`src/hw/rtl/selective_color_keep_filter_assert.svh`:
```
// Assertion macros for the selective color keep filter.
`ifndef SELECTIVE_COLOR_KEEP_FILTER_ASSERT_SVH
`define SELECTIVE_COLOR_KEEP_FILTER_ASSERT_SVH

`ifndef SYNTH
// Whenever pre holds, post must hold in the same cycle.
`define SCC_ASSERT_IMPLY(lbl, pre, post) \
  lbl: assert property (@(posedge clk) disable iff (!rst_n) (pre) |-> (post)) \
    else $error("implication check failed");
// The condition must never hold.
`define SCC_ASSERT_NEVER(lbl, cond) \
  lbl: assert property (@(posedge clk) disable iff (!rst_n) !(cond)) \
    else $error("forbidden condition seen");
`else
`define SCC_ASSERT_IMPLY(lbl, pre, post)
`define SCC_ASSERT_NEVER(lbl, cond)
`endif

`endif

```
`src/hw/rtl/scc_pkg.sv`:
```
// Shared types and constants of the selective color keep filter.
package scc_pkg;

  localparam int CH_W              = 8;
  localparam int RAD_W             = 10;
  localparam int K_W               = 20;
  localparam int CFG_IDX_W         = 3;
  localparam int FRACTION_BITS_DEF = 16;

  typedef struct packed {
    logic [CH_W-1:0] in_alpha;
    logic [CH_W-1:0] in_red;
    logic [CH_W-1:0] in_green;
    logic [CH_W-1:0] in_blue;
  } in_pix_t;

  typedef struct packed {
    logic [CH_W-1:0] out_alpha;
    logic [CH_W-1:0] out_red;
    logic [CH_W-1:0] out_green;
    logic [CH_W-1:0] out_blue;
  } out_pix_t;

  typedef struct packed {
    logic [CH_W-1:0]  key_red;
    logic [CH_W-1:0]  key_green;
    logic [CH_W-1:0]  key_blue;
    logic [RAD_W-1:0] keep_radius;
    logic             soft_mode;
    logic             bypass;
  } cfg_t;

  typedef enum logic [CFG_IDX_W-1:0] {
    REG_KEY_RED     = 3'd0,
    REG_KEY_GREEN   = 3'd1,
    REG_KEY_BLUE    = 3'd2,
    REG_KEEP_RADIUS = 3'd3,
    REG_SOFT_MODE   = 3'd4,
    REG_BYPASS      = 3'd5
  } cfg_reg_t;

  // What the last stage does with a pixel.
  typedef enum logic [1:0] {
    SEL_PASS  = 2'd0,
    SEL_GRAY  = 2'd1,
    SEL_BLEND = 2'd2
  } sel_t;

  // Per-item data that rides alongside the arithmetic.
  typedef struct packed {
    in_pix_t         pix;
    logic [CH_W-1:0] gray;
    sel_t            sel;
  } side_t;

endpackage

```
`src/hw/rtl/scc_sqrt_step.sv`:
```
// One digit step of the bitwise fixed-point square root.
module scc_sqrt_step #(
  parameter int SQ_W = 26
) (
  input  logic                    clk,
  input  logic                    rst_n,
  input  logic                    up_valid,
  output logic                    up_ready,
  input  logic [scc_pkg::K_W-1:0] up_k,
  input  logic [SQ_W+1:0]         up_rem,
  input  logic [SQ_W-1:0]         up_root,
  input  scc_pkg::side_t          up_side,
  output logic                    dn_valid,
  input  logic                    dn_ready,
  output logic [scc_pkg::K_W-1:0] dn_k,
  output logic [SQ_W+1:0]         dn_rem,
  output logic [SQ_W-1:0]         dn_root,
  output scc_pkg::side_t          dn_side
);
  import scc_pkg::*;

  localparam int REM_W = SQ_W + 2;

  logic             v_r;
  logic [K_W-1:0]   k_r, k_nxt;
  logic [REM_W-1:0] rem_r, rem_nxt, rem_sh, trial;
  logic [SQ_W-1:0]  root_r, root_nxt;
  side_t            side_r;

  // Bring down the next bit pair of k; k is shifted so the pair is always on top.
  always_comb begin
    rem_sh = {up_rem[REM_W-3:0], up_k[K_W-1:K_W-2]};
    trial  = {up_root, 2'b01};
    k_nxt  = {up_k[K_W-3:0], 2'b00};
    if (rem_sh >= trial) begin
      rem_nxt  = rem_sh - trial;
      root_nxt = {up_root[SQ_W-2:0], 1'b1};
    end else begin
      rem_nxt  = rem_sh;
      root_nxt = {up_root[SQ_W-2:0], 1'b0};
    end
  end

  assign up_ready = ~v_r | dn_ready;

  always_ff @(posedge clk) begin
    if (!rst_n) begin
      v_r <= 1'b0;
    end else if (up_ready) begin
      v_r <= up_valid;
    end
  end

  always_ff @(posedge clk) begin
    if (up_ready && up_valid) begin
      k_r    <= k_nxt;
      rem_r  <= rem_nxt;
      root_r <= root_nxt;
      side_r <= up_side;
    end
  end

  assign dn_valid = v_r;
  assign dn_k     = k_r;
  assign dn_rem   = rem_r;
  assign dn_root  = root_r;
  assign dn_side  = side_r;

endmodule

```
`config.mk`:
```
export PLATFORM = sky130hd
export DESIGN_NAME = scc_sqrt_step
export DESIGN_NICKNAME = d
export VERILOG_FILES = /design/src/hw/rtl/selective_color_keep_filter_assert.svh /design/src/hw/rtl/scc_pkg.sv /design/src/hw/rtl/scc_sqrt_step.sv
export SDC_FILE = /design/constraint.sdc
export NUM_CORES = 1
export LEC_CHECK = 0
export BUFFER_PORTS_ARGS = -buffer_cell sky130_fd_sc_hd__buf_2
export CAP_MARGIN = 20
export CORE_MARGIN = 2
export CORE_UTILIZATION = 45
export CTS_CLUSTER_DIAMETER = 50
export DETAILED_ROUTE_END_ITERATION = 8
export GPL_TIMING_DRIVEN = 0
export PLACE_DENSITY = 0.8
export SLEW_MARGIN = 10
export SYNTH_ARGS = -nofsm -noshare
export SYNTH_HDL_FRONTEND = slang
export SYNTH_SLANG_ARGS = --single-unit
```
`constraint.sdc`:
```
create_clock -name clk -period 10.7 [get_ports clk]
set_input_delay 1.07 -clock clk [delete_from_list [all_inputs] [get_ports clk]]
set_output_delay 1.07 -clock clk [all_outputs]
set_load 0.005 [all_outputs]
```
* After elaboration in Yosys (flattened, before gate mapping) *
Index checks and enable logic that the tools add are counted.
Widths: inputs -> output; s select.

storage, ports and cells
  flip-flop bits (word level) = 115
  latch bits = 0
  memory bits (writable) = 0
  bits in read-only memories = 0
  input port bits = 120
  output and inout bits = 118
  memories = 0

operators by class
  add/sub/neg operators = 1
  multipliers = 0
  div/mod/pow operators = 0
  magnitude comparators = 1
  eq/ne operators = 0
  shift operators = 0
  multiplexer cells = 2
  bitwise gates (word level) = 2
  reduce and logical (&&, ||, !) cells = 1

operators by type and width
  kind               number
  $ge 28x28->1       1
  $mux 28            1
  $sub 28x28->28     1
  $logic_and 1x1->1  1
  $mux 1             1
  $not 1->1          1
  $or 1x1->1         1

* Depth between registers and ports, before layout *
Gate-level depths: netlist (run 1).

  word-level depth = 3
  mapped depth = 11
  gate-level depth less buffers = 9

* Worst setup path before layout (run 1) *
No wires, ideal clock.

  path kind = input to register
  from = in dn_ready
  to = reg k_r[10] (netlist: dn_k[10]), enable pin
  library setup time = 0.486 ns
  data arrival time = 3.857 ns
  required time = 10.214 ns
  path slack = 6.357 ns
  cell stages on the path = 2
  path buffers = 0
  cells stage by stage = nand2b_1 and2_1

between the ends
  longest elaborated chain between the ends = 2

ends and longest elaborated chain
  what                  RTL line             RTL
  start, declared       scc_sqrt_step.sv:14  input logic dn_ready,
  $or 1x1->1            scc_sqrt_step.sv:44  assign up_ready = ~v_r | dn_ready;
  $logic_and 1x1->1     scc_sqrt_step.sv:55  if (up_ready && up_valid) begin
  end signal, assigned  scc_sqrt_step.sv:56  k_r <= k_nxt;
  end, declared         scc_sqrt_step.sv:25  logic [K_W-1:0] k_r, k_nxt;

Every way passes these cells.
A chain may end at the register's enable or synchronous reset.

* Final worst setup path (run 1) *
  from = in up_rem[1]
  to = reg rem_r[23] (netlist: dn_rem[23]) (data pin)

between the ends
  longest elaborated chain between the ends = 2
  elaborated cells on any way between the ends = 3
  those cells by class = add/sub: 1; order compare: 1; mux: 1

ends and longest elaborated chain
  what                                            RTL line                                  RTL
  start, declared                                 scc_sqrt_step.sv:10                       input logic [SQ_W+1:0] up_rem,
  $sub 28x28->28 or $ge 28x28->1 (tied branches)  scc_sqrt_step.sv:36, scc_sqrt_step.sv:35
  $mux 28 (*)                                     scc_sqrt_step.sv:35                       if (rem_sh >= trial) begin
  net rem_nxt[23]                                 scc_sqrt_step.sv:26                       logic [REM_W-1:0] rem_r, rem_nxt, rem_sh, trial;
  end signal, assigned                            scc_sqrt_step.sv:57                       rem_r <= rem_nxt;
  end, declared                                   scc_sqrt_step.sv:26

Mark *: on every way through the listed nets, which the timed path passes. The rest lies on a longest branch.

==> results.yml, run 1 <==
placed_design:
  globalplace.congestion: 0.861
  placed_cell_area_um2: 6880
  io_buffers: 233
  pre_cts_ws_ns: 6.88
  post-dp-hpwl_mm: 11.1
logic_synthesis:
  avgSynthCellArea_um2: 12.4
  synthFlopType: "edfxtp_1"
  synth-seq-area-share_pct: 62.6
  yosysUniqueCellTypes: 54
  netlist_area_um2: 5500
  synth_edf_count: 114
  synthCells: 445
  ys_ff_latch: 115
  synth.yosys.warnings: 0
  async_reset_ff_share_pct: 0
clocking:
  cts.path.max_buffers: 2
  cts-resized-gates: 0
  clock_sinks: 115
  tritoncts: "built"
  cts_buffers: 17
  htreeDepth: 4
  insertion_delay_ns: 0.41
  root_buffer: "clkbuf_16"
  post_cts_buffers: 0
  clk_pin_slew_worst_paths_ns: 0.05
  cts-hold-fix-buffers: 0
pwr:
  p_per_area_nw_per_um2: 174
  p_leak_nw: 3.30
  ir_worst_vdd_mv: 0.105
worst_setup_path:
  cp_top_family: "compound AO/OA/AOI/OAI gates"
  crit_slowest_cell: "clkbuf_1"
  path_cells: "buf_2 > ha_1 > o21ai_0 > a21oi_1 > o31ai_1 > o211ai_1 > a21oi_2 > clkbuf_1 > nand2_1 > o41ai_2"
  startpoint_type: "input pin"
  worst-path-buf-inv: 2
  cp_max_fo: 10
  cp.arrival_ns: 3.64
  crit_type: "input pin to flip-flop"
  worst_setup_path_end_kind: "flip-flop"
  max_stage_delay_ns: 0.52
  crit_required_ns: 10.90
cells_and_area:
  finalInstanceArea_um2: 7470
  drive_gt1_share_pct: 39.5
  layout_commonest_cell: "buf_2"
  mostFrequentLayoutCells: "buf_2, edfxtp_1, nand2_1"
  final_nets: 847
  area_growth_pct: 35.8
sta:
  relSlewSlack_pct: 55.9
  skew_ns: 0.00531
  worstMarginPinSlew_ns: 0.661
  period_minus_slack_ns: 3.44
  setup_viol: 0
  drv_slew: 0
  max_freq_mhz: 291
  min_period_over_period_pct: 32.2
  rsz0062_at_grt: "no"
  fin_setup_tns_ns: 0
  fin_hold_ws_ns: 0.546
  hold_violations: 0
  fin_ws_ns: 7.26
outcome:
  outcome: "completed"
floorplanning:
  ios: 238
  start_util_pct: 46.0
  die_h_um: 115
  die_area_um2: 13100
  design.core.area_um2: 12000
  rows: 40
  die_width_um: 115
detailed_routing:
  first_pass_iters: 5
  vias: 4555
  drc: 0
  drt_iter0_drc: 421
  viasPerCell: 5.26
  ant_nets: 0
  totalWireLength_mm: 14.5
  wl_per_cell_um: 16.7
grt:
  grt_first_pass_wirelength_mm: 21.4
  gr-total-overflow: 0
  grtUsageTotal_pct: 21.9
  grt_pass1_vias: 4406
  grt_max_degree: 65
  antenna_found_initial: 6
flow_run:
  drv_cap: 0
worst_hold_path:
  hp-class: "flip-flop to flip-flop"
-- layout make-up --
cell class              count  area, um2
fillers                   948       4500
flip-flops and latches    115       3440
multi-input cells         274       1830
repair buffers            234       1190
clock buffers              19        433
well taps                 147        184
inverters                  43        161
clock inverters            13        135
plain buffers              14       72.6
diodes                      7       17.5
-- tightest hold or removal path, cell delays in order (launching register included) --
cell	delay [ns]
dfxtp_1	0.31
nand2b_1	0.11
a21boi_0	0.09
-- path summary, 6_finish.rpt --
kind	start	depth (start not counted)	end	slack (ns)
min reg2reg	dn_valid$_SDFFE_PN0N_	2	dn_valid$_SDFFE_PN0N_	0.55
min	dn_valid$_SDFFE_PN0N_	2	dn_valid$_SDFFE_PN0N_	0.55
max reg2reg	dn_valid$_SDFFE_PN0N_	3	dn_rem[26]$_DFFE_PP_	8.95
max	up_rem[1]	10	dn_rem[23]$_DFFE_PP_	7.26
-- cells in the mapped netlist, types with 7 or more instances --
library cell	instances	share of area, %
clkbuf_1	7	0.48
xnor2_1	14	2.2
a21oi_1	35	3.2
nand4_1	7	0.80
o21ai_0	17	1.5
nor2_1	14	0.96
edfxtp_1	114	62
nor3_1	10	0.91
o21ai_1	23	2.1
inv_1	43	2.9
ha_1	28	6.4
xor2_1	8	1.3
nand2_1	47	3.2
-- flip-flops by register name, indices dropped and copies added (netlist names) --
register,flops
dn_rem,28
dn_valid,1
dn_k,18
dn_root,26
dn_side,42
-- cell families (layout without fill, tap and decap cells) --
group           after synthesis  in the layout  synth area share [%]
compound gates              122            122                  13.9
xor+xnor                     22             22                  3.51
fa+ha+maj                    28             28                  6.37
buf+inv                      57            323                  4.26
flops                       115            115                  62.6
mux                           2              2                 0.387
other cells                   1              9                0.0682
simple gates                 98             98                  8.86
-- metrics by stage --
stage / utilization, % / total power, mW / cells
6_report: 62.4 / 1.30 / 866
3_5_place_dp: 57.5 / 0.766 / 827
3_3_place_gp: 57.3 / 0.763 / 826
5_1_grt: 62.4 / 1.36 / 865
2_1_floorplan: - / 0.679 / 446
4_1_cts: 62.3 / 1.31 / 859
-- metal layers --
| metal | routed length, um | global-route usage (%) | up-vias |
|---|---|---|---|
| met5 | 0 | 0 | - |
| met4 | 456 | 11.5 | 0 |
| met3 | 1190 | 7.78 | 42 |
| met2 | 7480 | 38.0 | 210 |
| met1 | 5350 | 23.2 | 2134 |
| li1 | - | - | 2169 |
-- power breakdown --
group / leakage (nW) / switching, mW / internal, mW / total, mW
clock: 0.266 / 0.199 / 0.341 / 0.540
sequential: 1.11 / 0.00731 / 0.539 / 0.546
combinational: 1.92 / 0.123 / 0.0885 / 0.211
No activity file was read; power rests on OpenSTA's default activity.
==> inputs of run 2 (changes only) <==
Settings changed: ABC_AREA set to 1, PLACE_DENSITY 0.8 to 0.81.
Clock period 10.7 ns to 2.9 ns, I/O delays scaled along.
==> run 2 against run 1 <==
  * Synthesized cell count is 53% higher
  * Clock power grew to 3.8 times the previous value
  * Clock-buffer cell count is 1 lower
  * Sequential power grew to 3.7 times the previous value
  * Die area is 12% higher
  * Register-to-register slack worse by 7.9 ns
  * Worst hold slack worse by 0.49 ns
  * Final cell count is 30% higher
  * Area after synthesis is 12% higher
  * Sequential cell count stayed put
  * Critical path depth is 4 higher
  * Critical path type unchanged
  * Critical endpoint unchanged
  * Largest power group is now clock
==> results.yml, run 2 <==
cells_and_area:
  mostFrequentLayoutCells: "buf_2, nand2_1, inv_1"
  area_growth_pct: 34.0
  layout_commonest_cell: "buf_2"
  fill_cells: 1145
  utilization_pct: 62.2
  largest_reg_flops: 42
  drive_gt1_share_pct: 30.9
  finalInstanceArea_um2: 8270
  final_nets: 1084
grt:
  gr-total-overflow: 0
  grt_max_degree: 28
  grt_first_pass_wirelength_mm: 25.3
  grtUsageTotal_pct: 23.0
  antenna_found_initial: 2
  grt_pass1_vias: 5012
logic_synthesis:
  yosysUniqueCellTypes: 32
  synth.yosys.warnings: 0
  synth_edf_count: 114
  yosysMostFrequentCell: "nand2_1"
  synth_area_leaders: "edfxtp_1, nand2_1, inv_1, ha_1, nand3_1"
  synth-seq-area-share_pct: 55.8
  ys_ff_latch: 115
  netlist_area_um2: 6170
  async_reset_ff_share_pct: 0
  synthCells: 679
  netlist.area_leader.share_pct: 55.5
  netlist_top_cells_count: "nand2_1, inv_1, edfxtp_1, nor2_1, nand3_1"
  yosysTopAreaCell: "edfxtp_1"
  synthFlopType: "edfxtp_1"
  avgSynthCellArea_um2: 9.09
sta:
  max_freq_mhz: 504
  rsz0062_at_grt: "no"
  hold_violations: 0
  skew_ns: 0.00852
  min_period_over_period_pct: 68.4
  setup_viol: 0
  drv_slew: 0
  relSlewSlack_pct: 55.3
  worstMarginPinSlew_ns: 0.669
  fin_hold_ws_ns: 0.0527
  period_minus_slack_ns: 1.98
clocking:
  clk_pin_slew_worst_paths_ns: 0.05
  htreeDepth: 4
  tritoncts: "built"
  root_buffer: "clkbuf_16"
  cts-hold-fix-buffers: 0
  insertion_delay_ns: 0.41
  cts-resized-gates: 0
  clock_sinks: 115
  post_cts_buffers: 0
  cts_buffers: 17
  cts.path.max_buffers: 2
pwr:
  p_sw_mw: 1.27
  total_power_mw: 4.94
  p_leak_nw: 4.30
  p_int_mw: 3.67
  combPwrFrac_pct: 17.2
  ir_worst_vdd_mv: 0.297
  p_per_area_nw_per_um2: 597
  p_clk_share_pct: 42.0
  seqPwrFrac_pct: 40.8
  swShare_pct: 25.7
floorplanning:
  ios: 238
  die_area_um2: 14700
  die_width_um: 121
  rows: 42
  start_util_pct: 46.4
  design.core.area_um2: 13300
  die_h_um: 121
detailed_routing:
  first_pass_iters: 5
  viasPerCell: 4.64
  wl_per_cell_um: 14.7
  drt_iter0_drc: 326
  ant_nets: 0
  vias: 5226
  drc: 0
  totalWireLength_mm: 16.6
worst_setup_path:
  crit_type: "input pin to flip-flop"
  cp_max_fo: 10
  timing.rr.end: "dn_root[9]$_DFFE_PP_"
  startpoint_type: "input pin"
  r2r-start: "dn_valid$_SDFFE_PN0N_"
  cp-startpoint: "up_root[12]"
  r2r.worst_path.cells: 4
  worst_setup_path_end_kind: "flip-flop"
  crit_required_ns: 3.05
  reg2reg_slack_ns: 1.00
  cp.arrival_ns: 2.14
  crit_end: "dn_rem[23]$_DFFE_PP_"
placed_design:
  placed_cell_area_um2: 7680
  globalplace.congestion: 0.964
  io_buffers: 233
  post-dp-hpwl_mm: 13.1
outcome:
  outcome: "completed"
flow_run:
  drv_cap: 0
worst_hold_path:
  hp-class: "input pin to flip-flop"
## run 2: cell type report
class / instances / area [um2] / share of cell area, %
diodes: 2 / 5.00 / 0.0605
inverters: 144 / 541 / 6.54
multi-input cells: 411 / 2130 / 25.7
flip-flops and latches: 115 / 3440 / 41.6
plain buffers: 10 / 75.1 / 0.908
well taps: 176 / 220 / 2.66
repair buffers: 237 / 1270 / 15.3
clock inverters: 13 / 159 / 1.92
clock buffers: 18 / 429 / 5.19
## run 2: kinds of logic after synthesis
kind of cell / synth area share [%]
fa+ha+maj: 5.67
flops: 55.8
buf+inv: 9.97
simple gates: 23.6
xor+xnor: 1.99
compound gates: 2.90
other cells: 0.0607
## run 2: worst min-delay path by stage
stage	from	endpoint	slack [ns]	depth (start not counted)
detailed placement	up_side[13]	dn_side[13]$_DFFE_PP_	0.47	1
global route	up_side[23]	dn_side[23]$_DFFE_PP_	0.04	1
finish	up_k[5]	dn_k[7]$_DFFE_PP_	0.05	1
CTS	up_k[4]	dn_k[6]$_DFFE_PP_	0.04	1
floorplan	up_k[8]	dn_k[10]$_DFFE_PP_	0.39	0
global placement	up_k[15]	dn_k[17]$_DFFE_PP_	0.47	1
## run 2: power groups by stage
stage / clock (mW) / combinational (mW) / sequential, mW
global placement: 0 / 0.810 / 2.05
floorplan: 0 / 0.466 / 2.07
CTS: 2.10 / 0.855 / 2.02
global route: 2.19 / 0.957 / 2.02
finish: 2.07 / 0.849 / 2.01
detailed placement: 0 / 0.847 / 2.05
## run 2: routing by layer
| layer | share of wire [%] | up-vias | GRT usage (%) |
|---|---|---|---|
| li1 | - | 2682 | - |
| met1 | 41 | 2340 | 27.7 |
| met2 | 50 | 184 | 40.4 |
| met3 | 6.5 | 20 | 5.50 |
| met4 | 2.0 | 0 | 7.56 |
| met5 | 0 | - | 0 |
## run 2: critical path, cell delays in order
cell and delay, ns:
buf_2 0.10, inv_1 0.05, ha_1 0.33, nand2_2 0.15, inv_1 0.05, nand2_1 0.06
nand2_1 0.10, nand2_1 0.08, nand2_1 0.10, a21oi_4 0.32, nand3_4 0.15, buf_6 0.18
nand3_1 0.10, nand2_1 0.08
## run 2: metrics by stage
| stage | cells | worst slack (ns) | setup TNS (ns) |
|---|---|---|---|
| 2_1_floorplan | 680 | 0.195 | 0 |
| 3_5_place_dp | 1093 | 0.513 | 0 |
| 6_report | 1126 | 0.916 | 0 |
| 5_1_grt | 1125 | 0.736 | 0 |
| 4_1_cts | 1124 | 0.945 | 0 |
| 3_3_place_gp | 1089 | -0.565 | -62.93 |
==> inputs of run 3 (changes only) <==
Clock period 2.9 ns to 1.7 ns, I/O delays scaled along.
==> run 3 against run 2 <==
  * Global-route usage rose by 3.5 points
  * Sequential power grew 71%
  * Sequential share of layout area decreased by 4.8 points
  * Clock skew decreased by 0.0021 ns
  * Power grew 74%
  * Register-to-register slack got worse by 0.89 ns
  * Die area unchanged
  * Via count is 11% higher
  * Worst hold slack gained 0.047 ns
  * Clock-buffer cell count is 1 higher
  * Largest power group is now sequential cells
  * Highest routed layer is now met5
==> results.yml, run 3 (same netlist as run 2, synthesis figures left out) <==
clocking:
  cts.path.max_buffers: 2
  root_buffer: "clkbuf_16"
  clock_sinks: 115
  htreeDepth: 4
  cts_buffers: 17
  tritoncts: "built"
  clk_pin_slew_worst_paths_ns: 0.06
  insertion_delay_ns: 0.41
detailed_routing:
  vias: 5814
  drt_iter0_drc: 319
  drc: 0
  wl_per_cell_um: 15.7
  ant_nets: 0
  first_pass_iters: 4
  totalWireLength_mm: 19.2
  viasPerCell: 4.76
cells_and_area:
  layout_commonest_cell: "buf_2"
  drive_gt1_share_pct: 31.3
  largest_reg_flops: 42
  finalInstanceArea_um2: 9360
  mostFrequentLayoutCells: "buf_2, nand2_1, inv_1"
  area_growth_pct: 51.6
  final_nets: 1179
worst_setup_path:
  max_stage_delay_ns: 0.37
  cp_max_fo: 10
  crit_required_ns: 1.85
  crit_slowest_cell: "ha_1"
  startpoint_type: "input pin"
  worst_setup_path_end_kind: "flip-flop"
  path_cells: "buf_2 > ha_1 > nand2_2 > a21oi_1 > nor2_1 > nand2_1 > a21oi_4 > nand3_4 > buf_6 > nand2_1 > nand2_1"
  crit_type: "input pin to flip-flop"
  cpMostUsedCell: "nand2_1"
  cp.arrival_ns: 1.79
placed_design:
  placed_cell_area_um2: 7810
  globalplace.congestion: 0.946
  post-dp-hpwl_mm: 13.2
  io_buffers: 233
floorplanning:
  design.core.area_um2: 13300
  die_width_um: 121
  die_h_um: 121
  rows: 42
  die_area_um2: 14700
  start_util_pct: 46.4
  ios: 238
sta:
  min_period_over_period_pct: 96.7
  skew_ns: 0.00643
  hold_violations: 0
  drv_slew: 0
  fin_setup_tns_ns: 0
  setup_viol: 0
  relSlewSlack_pct: 60.0
  worstMarginPinSlew_ns: 0.600
  rsz0062_at_grt: "yes"
  max_freq_mhz: 609
  period_minus_slack_ns: 1.64
grt:
  grt_max_degree: 29
  gr-total-overflow: 0
  grt_first_pass_wirelength_mm: 29.1
  antenna_found_initial: 2
  grtUsageTotal_pct: 26.4
  grt_pass1_vias: 5757
flow_run:
  drv_cap: 0
outcome:
  outcome: "completed"
pwr:
  ir_worst_vdd_mv: 0.673
  p_per_area_nw_per_um2: 920
  p_leak_nw: 4.70
worst_hold_path:
  hp-class: "input pin to flip-flop"
-- run 3: area by class of cell --
| cell class | instances | area, um2 |
|---|---|---|
| timing repair buffer | 331 | 2180 |
| clock inverter | 13 | 134 |
| multi-input combinational | 412 | 2310 |
| clock buffer | 19 | 433 |
| tap | 176 | 220 |
| inverter | 144 | 541 |
| sequential | 115 | 3440 |
| buffer | 10 | 85.1 |
| antenna | 2 | 5.00 |
| fill | 978 | 3940 |
-- run 3: what timing repair did --
item	4_1_cts	5_1_grt
hold buffers	86	0
endpoints found under the hold margin	86	0
cloned	1	0
buffers inserted	2	6
setup endpoints to repair	22	28
pin swaps	1	3
resized for setup	0	12
-- run 3: worst paths after layout --
check,startpoint,endpoint,slack [ns],cells past startpoint
worst max register to register,dn_valid$_SDFFE_PN0N_,dn_side[11]$_DFFE_PP_,0.11,3
worst min-delay path,up_rem[9],dn_rem[11]$_DFFE_PP_,0.1,3
worst max-delay path,up_rem[24],dn_rem[0]$_DFFE_PP_,0.06,11
worst min register to register,dn_valid$_SDFFE_PN0N_,dn_valid$_SDFFE_PN0N_,0.55,2
-- run 3: critical path: cells and delay by family --
kind	cells	cell delay, ns
and+or+nand+nor	6	0.71
adders and majority gates	1	0.37
buffers and inverters	2	0.29
AOI/OAI and AO/OA	2	0.26
-- run 3: metal layers --
metal / routed length [um] / global-route usage, %
met1: 7650 / 31.1
met5: 13 / 0
met2: 9880 / 46.6
met4: 426 / 10.2
met3: 1240 / 6.30
-- run 3: power breakdown --
group | switching [mW] | internal, mW
registers | 0.0565 | 3.39
logic | 0.955 | 0.767
clock network | 1.29 | 2.15
-- run 3: metrics by stage --
step           instances  total power, mW  util, %  hold slack [ns]  setup slack (ns)
2_1_floorplan        680             4.37        -            0.269            -0.953
3_3_place_gp        1089             4.94     58.0            0.347             -1.68
3_5_place_dp        1093             4.99     58.7            0.348            -0.436
4_1_cts             1214             8.60     69.6           0.0880           0.00188
5_1_grt             1221             8.99     70.4            0.106          -0.00904
6_report            1222             8.61     70.4           0.0992            0.0566
